==> config.mk <==
export PLATFORM = sky130hd
export DESIGN_NAME = mt32_front
export DESIGN_NICKNAME = d
export VERILOG_FILES = /design/src/mt32_pkg.sv /design/src/mt32_front.sv
export SDC_FILE = /design/constraint.sdc
export NUM_CORES = 1
export LEC_CHECK = 0
export BUFFER_PORTS_ARGS = -buffer_cell sky130_fd_sc_hd__buf_2
export CAP_MARGIN = 30
export CELL_PAD_IN_SITES_DETAIL_PLACEMENT = 0
export CELL_PAD_IN_SITES_GLOBAL_PLACEMENT = 1
export CORE_AREA = 2 2 39 41
export CTS_BUF_LIST = sky130_fd_sc_hd__clkbuf_16
export CTS_CLUSTER_SIZE = 16
export DETAILED_ROUTE_END_ITERATION = 10
export DIE_AREA = 0 0 41 43
export PLACE_DENSITY_LB_ADDON = 0.2
export REMOVE_ABC_BUFFERS = 1
export SYNTH_ARGS = -nofsm -noshare
export SYNTH_HDL_FRONTEND = slang
export SYNTH_SLANG_ARGS = --single-unit
==> constraint.sdc <==
create_clock -name clock -period 3.94 [get_ports clock]
set_input_delay 0.591 -clock clock [delete_from_list [all_inputs] [get_ports clock]]
set_output_delay 0.591 -clock clock [all_outputs]
set_load 0.005 [all_outputs]
==> src/mt32_pkg.sv <==
`timescale 1ns / 1ps

package mt32_pkg;

   // table geometry
   localparam int STATE_WORDS  = 624;
   localparam int SHIFT_OFFSET = 397;
   localparam int ADDR_W       = $clog2(STATE_WORDS);

   // front queue depth (tokens waiting for the engine)
   localparam int QUEUE_DEPTH  = 2;
   localparam int COUNT_W      = $clog2(QUEUE_DEPTH + 1);

   typedef logic [31:0]        word_type;
   typedef logic [ADDR_W-1:0]  addr_type;
   typedef logic [COUNT_W-1:0] count_type;

   localparam word_type SEED_RESET = 32'd5489;
   localparam word_type INIT_MULT  = 32'd1812433253;
   localparam word_type TWIST_XOR  = 32'h9908_B0DF;
   localparam word_type TEMPER_B   = 32'h9D2C_5680;
   localparam word_type TEMPER_C   = 32'hEFC6_0000;

   localparam addr_type  LAST_ADDR  = addr_type'(STATE_WORDS - 1);
   localparam addr_type  NXT_START  = addr_type'(1);
   localparam addr_type  FAR_START  = addr_type'(SHIFT_OFFSET);
   localparam count_type QUEUE_FULL = count_type'(QUEUE_DEPTH);

   // engine sequencer states
   typedef enum logic [2:0] {
      ST_FILL  = 3'b001,
      ST_PRIME = 3'b010,
      ST_RUN   = 3'b100
   } eng_state_type;

   // table index + 1, wrapping at the end of the table
   function automatic addr_type addr_inc(input addr_type a);
      return (a == LAST_ADDR) ? '0 : a + addr_type'(1);
   endfunction

   // seeding recurrence: word k from word k-1
   function automatic word_type fill_next(input word_type prev, input addr_type k);
      word_type mixed;
      mixed = prev ^ (prev >> 30);
      return word_type'(INIT_MULT * mixed) + word_type'(k);
   endfunction

   // one-word twist
   function automatic word_type twist(input word_type cur, input word_type nxt,
                                      input word_type far);
      word_type x;
      word_type xa;
      x  = {cur[31], nxt[30:0]};
      xa = x >> 1;
      if (x[0]) begin
         xa = xa ^ TWIST_XOR;
      end
      return far ^ xa;
   endfunction

   function automatic word_type temper(input word_type y_in);
      word_type y;
      y = y_in;
      y = y ^ (y >> 11);
      y = y ^ ((y << 7) & TEMPER_B);
      y = y ^ ((y << 15) & TEMPER_C);
      y = y ^ (y >> 18);
      return y;
   endfunction

endpackage

==> src/mt32_front.sv <==
`timescale 1ns / 1ps

module mt32_front (
   input  logic clock,
   input  logic reset,
   input  logic req_valid,
   output logic req_ready,
   input  logic req_draw,
   output logic q_avail,
   input  logic q_pop
);
   import mt32_pkg::*;

   count_type count_ff;
   count_type count_in;
   logic      push;

   // draw == 0 beats are taken and dropped here
   assign req_ready = (count_ff != QUEUE_FULL);
   assign push      = req_valid && req_ready && req_draw;
   assign q_avail   = (count_ff != '0);

   always_comb begin
      count_in = count_ff;
      if (push && !q_pop) begin
         count_in = count_ff + count_type'(1);
      end else if (!push && q_pop) begin
         count_in = count_ff - count_type'(1);
      end
   end

   always_ff @(posedge clock) begin
      if (reset) begin
         count_ff <= '0;
      end else begin
         count_ff <= count_in;
      end
   end

   a_count_bound: assert property (@(posedge clock) disable iff (reset)
      count_ff <= QUEUE_FULL)
      else $error("front queue count out of range");

   a_pop_nonempty: assert property (@(posedge clock) disable iff (reset)
      q_pop |-> q_avail)
      else $error("pop from empty front queue");

endmodule

# --- Yosys cells after proc, flatten, opt, wreduce, memory -nomap -nowiden ---
# Cells that the tools add are included.
totals:
  regBits: 2
  out_inout_bits: 2
classes:
  n_mux: 2
  reduce_logical: 8
  n_eq_ne: 1
  add_sub_neg: 2
op_table:
  columns: ["cell", "n"]
  rows:
  - ["logical AND 1 bit", 4]
  - ["two-way mux 2 bit", 2]
  - ["nonzero test 2 bit", 2]
  - ["adder 2 x 1 -> 2 bit, second input constant", 1]
  - ["zero test 1 bit", 2]
  - ["!= test 2 bit, second input constant", 1]
  - ["subtractor 2 x 1 -> 2 bit, second input constant", 1]

# --- Logic depth before layout (Yosys ltp) ---
logic_depth:
  depth_word: 7
  mapped_depth: 6
  mapped_depth_nobuf: 6

# --- Worst setup path after synthesis ---
# No wires, ideal clock.
synth_path:
  path_kind: "in2reg"
  from: "in req_draw"
  to: "reg count_ff[1]"
  arrival_time_ns: 1.514
  path_stages: 4
  path_slack_ns: 2.356
  n_path_buf: 0
  cell_sequence: "and3_1 -> ha_1 -> or3_1 -> a21oi_1"
synth_between:
  elab_chain_len: 4
  elab_cells_between_ends: 6
  classes_between: "mux: 1; reduce/logical: 5"
synth_rtl:
  columns: ["element", "line_no", "text"]
  rows:
  - ["start: declaration", "mt32_front.sv:8", "input logic req_draw,"]
  - ["logical AND 1 bit (*)", "mt32_front.sv:20", "assign push = req_valid && req_ready && req_draw;"]
  - ["zero test 1 bit", "mt32_front.sv:27", "end else if (!push && q_pop) begin"]
  - ["logical AND 1 bit", "mt32_front.sv:27", null]
  - ["nonzero test 2 bit (no source line)", null, null]
  - ["end signal: assignment", "mt32_front.sv:36", "count_ff <= count_in;"]
  - ["end: declaration", "mt32_front.sv:14", "count_type count_ff;"]
# Every way passes the cells marked *; elsewhere a longest branch is shown, timed or not.
# A chain may end at the register's enable or synchronous reset.

# --- Worst setup path after layout ---
layout_path:
  from: "reg count_ff[0]"
  to: "reg count_ff[1]"
layout_between:
  elab_chain_len: 6
  elab_cells_between_ends: 11
  classes_between: "add/sub: 2; eq/ne: 1; mux: 2; reduce/logical: 6"
layout_rtl:
  columns: ["element", "line_no", "text"]
  rows:
  - ["!= test 2 bit", "mt32_front.sv:19", "assign req_ready = (count_ff != QUEUE_FULL);"]
  - ["logical AND 1 bit (2 in series)", "mt32_front.sv:20", null]
  - ["zero test 1 bit", "mt32_front.sv:27", null]
  - ["logical AND 1 bit", "mt32_front.sv:27", null]
  - ["nonzero test 2 bit (no source line)", null, null]
# Several ways; a longest one is shown, not always the timed one. The select of a mux whose other input is x is not followed.

==> results.json <==
{
  "yosysSeqAreaShare_pct": 35.6,
  "clock_skew_ns": 0.00135,
  "fin_tns_setup_ns": 0,
  "vias": 111,
  "start_util_pct": 8.14,
  "routed_wl_um": 277,
  "placed_area_sq_um": 163,
  "yosysTopAreaCellShare_pct": 35.6,
  "synthSimpleGateAreaFrac_pct": 25.6,
  "num_rows": 14,
  "worst_pin_slew_ns": 0.152,
  "cts_max_level": 1,
  "die_h_um": 43,
  "drt-vias-per-instance": 2.92,
  "hold_viol_final": 0,
  "grt_pass1_vias": 108,
  "min-delay-start": "count_ff[1]",
  "cts.path.max_buffers": 2,
  "path_cells": "nand2b_1 > and3_1 > ha_1 > or3_1 > a21oi_1",
  "dpl.cell_count": 35,
  "cts_setup_buffers": 0,
  "stdcell_area_sq_um": 238,
  "initialDrtViolationCount": 0,
  "critPathRequiredTime_ns": 4.09,
  "drt_drc_violations_left": 0,
  "die_x_um": 41,
  "synth_cells": 13,
  "synth-compound-area-share_pct": 8.89,
  "grt_pass1_wl_um": 407,
  "max-vdd-ir-drop_uv": 271,
  "synth_top_family_by_area": "simple AND/OR/NAND/NOR gates",
  "antenna_left": 0,
  "largest_register_ffs": 2,
  "drive_above_1_share_pct": 40.9,
  "cp-start-kind": "register",
  "antenna_found_initial": 0,
  "cp_slowest_cell": "or3_1",
  "synth.cell_area_sq_um": 113,
  "n_fill_cell": 152,
  "ys_seq_elements": 2,
  "critPathCaptureType": "register",
  "largestRegisters": "count_ff (2)",
  "synth_top_flop_cell": "dfxtp_1",
  "synth_edf_count": 0,
  "cts.sinks": 2,
  "ys_top_cells_by_area": "dfxtp_1, xor2_1, ha_1",
  "synth-adder-area-share_pct": 11.1,
  "wl_per_cell_um": 7.29,
  "cts.reportedPaths.clkPinSlew_ns": 0.03,
  "grt_max_degree": 5,
  "reg2reg_from": "count_ff[0]",
  "slew_violations": 0,
  "wl_met3_um": 35,
  "min_period_ns": 1.59,
  "top_register": "count_ff",
  "clock_latency_ns": 0.22,
  "grt-ovfl-total": 0,
  "die_area_sq_um": 1760,
  "synth_cell_type_count": 11,
  "fin_crit_sh_pct": 40.3,
  "drt_pass1_iterations": 1,
  "relSlewSlack_pct": 89.9,
  "gp_congestion": 0.579,
  "cts_hold_buf": 0,
  "synth_xor_area_share_pct": 15.6,
  "outcome": "finished, final reports clean",
  "antenna_cells": 0,
  "rsz0062_at_grt": "false",
  "setup_viol": 0,
  "leakage_nw": 0.119,
  "critPathMaxFanout": 4,
  "cts_resized": 0,
  "port-buffer-count": 6,
  "grt_use_total_pct": 4.51,
  "area_growth_pct": 111,
  "met1Wirelength_um": 148,
  "cp.arrival_ns": 1.73,
  "top_layer_used": "met3",
  "hold_class": "register to register",
  "design_power_total_mw": 0.201,
  "cap_violations": 0,
  "powerDensity_nw_per_um2": 846,
  "cts_made_buffers": 3,
  "crit_type": "register to register",
  "core-area_sq_um": 1380,
  "syn_area_per_cell_sq_um": 8.66,
  "yosysTopAreaCell": "dfxtp_1",
  "ios": 7,
  "critPathLaunch": "count_ff[0]",
  "cts_tree": "done",
  "layout_setup_ws_ns": 2.35,
  "synth_mux_area_share_pct": 0,
  "layoutNonFillerInstCount": 38,
  "clockRootBuffer": "clkbuf_16",
  "synth_common_cells": "dfxtp_1, xor2_1",
  "cp_slowest_stage_delay_ns": 0.38,
  "yosysWarnings": 0,
  "fmax_ghz": 0.630,
  "synthArstFlopShare_pct": 0,
  "place_ws_ns": 2.20,
  "fin_nets": 30,
  "wl_met2_um": 93
}
## cells in the final DEF (no fill, tap or decap), types with 2 or more instances in the layout
cell,count
buf_2,6
clkbuf_16,3
xor2_1,2
dfxtp_1,2
## power breakdown
group | internal, mW | switching (mW) | total, mW
Clock | 0.129 | 0.0221 | 0.151
Sequential | 0.0244 | 0.00389 | 0.0283
Combinational | 0.0125 | 0.00925 | 0.0218
Total | 0.166 | 0.0353 | 0.201
## metal layers
metal  GRT usage, %  vias up
li1               -       62
met1           4.79       42
met2           2.81        7
met3           4.71        0
met4           8.00        0
met5              0        -
## per-stage QoR
step | utilization (%) | hold slack (ns)
6_report | 17.2 | 0.507
3_5_place_dp | 11.8 | 0.495
2_1_floorplan | - | 0.461
5_1_grt | 17.2 | 0.523
3_3_place_gp | 11.8 | 0.489
4_1_cts | 17.2 | 0.512
## critical path: cells and delay by family (launching register included)
family | cells | cell delay (ns)
AND/OR/NAND/NOR | 3 | 0.73
flip-flops | 1 | 0.33
adder cells (fa/ha/maj) | 1 | 0.30
AO/OA/AOI/OAI | 1 | 0.15
## cell families after synthesis
group / count (synthesis)
compound gates: 2
xor+xnor: 2
fa+ha+maj: 1
buf+inv: 1
flops: 2
simple gates: 5
## final timing paths
kind            endpoint  depth (start not counted)  slack [ns]
max          count_ff[1]                          5        2.35
min          count_ff[1]                          2        0.51
max reg2reg  count_ff[1]                          5        2.35
min reg2reg  count_ff[1]                          2        0.51
## cell type report
cell class	count	area [sq um]	share of cell area, %
repair buffers	6	30.0	12.6
inverters	1	3.75	1.58
clock buffers	3	75.1	31.6
multi-input cells	10	68.8	28.9
flip-flops and latches	2	40.0	16.8
well taps	16	20.0	8.42
No activity file was read; power rests on OpenSTA's default activity.
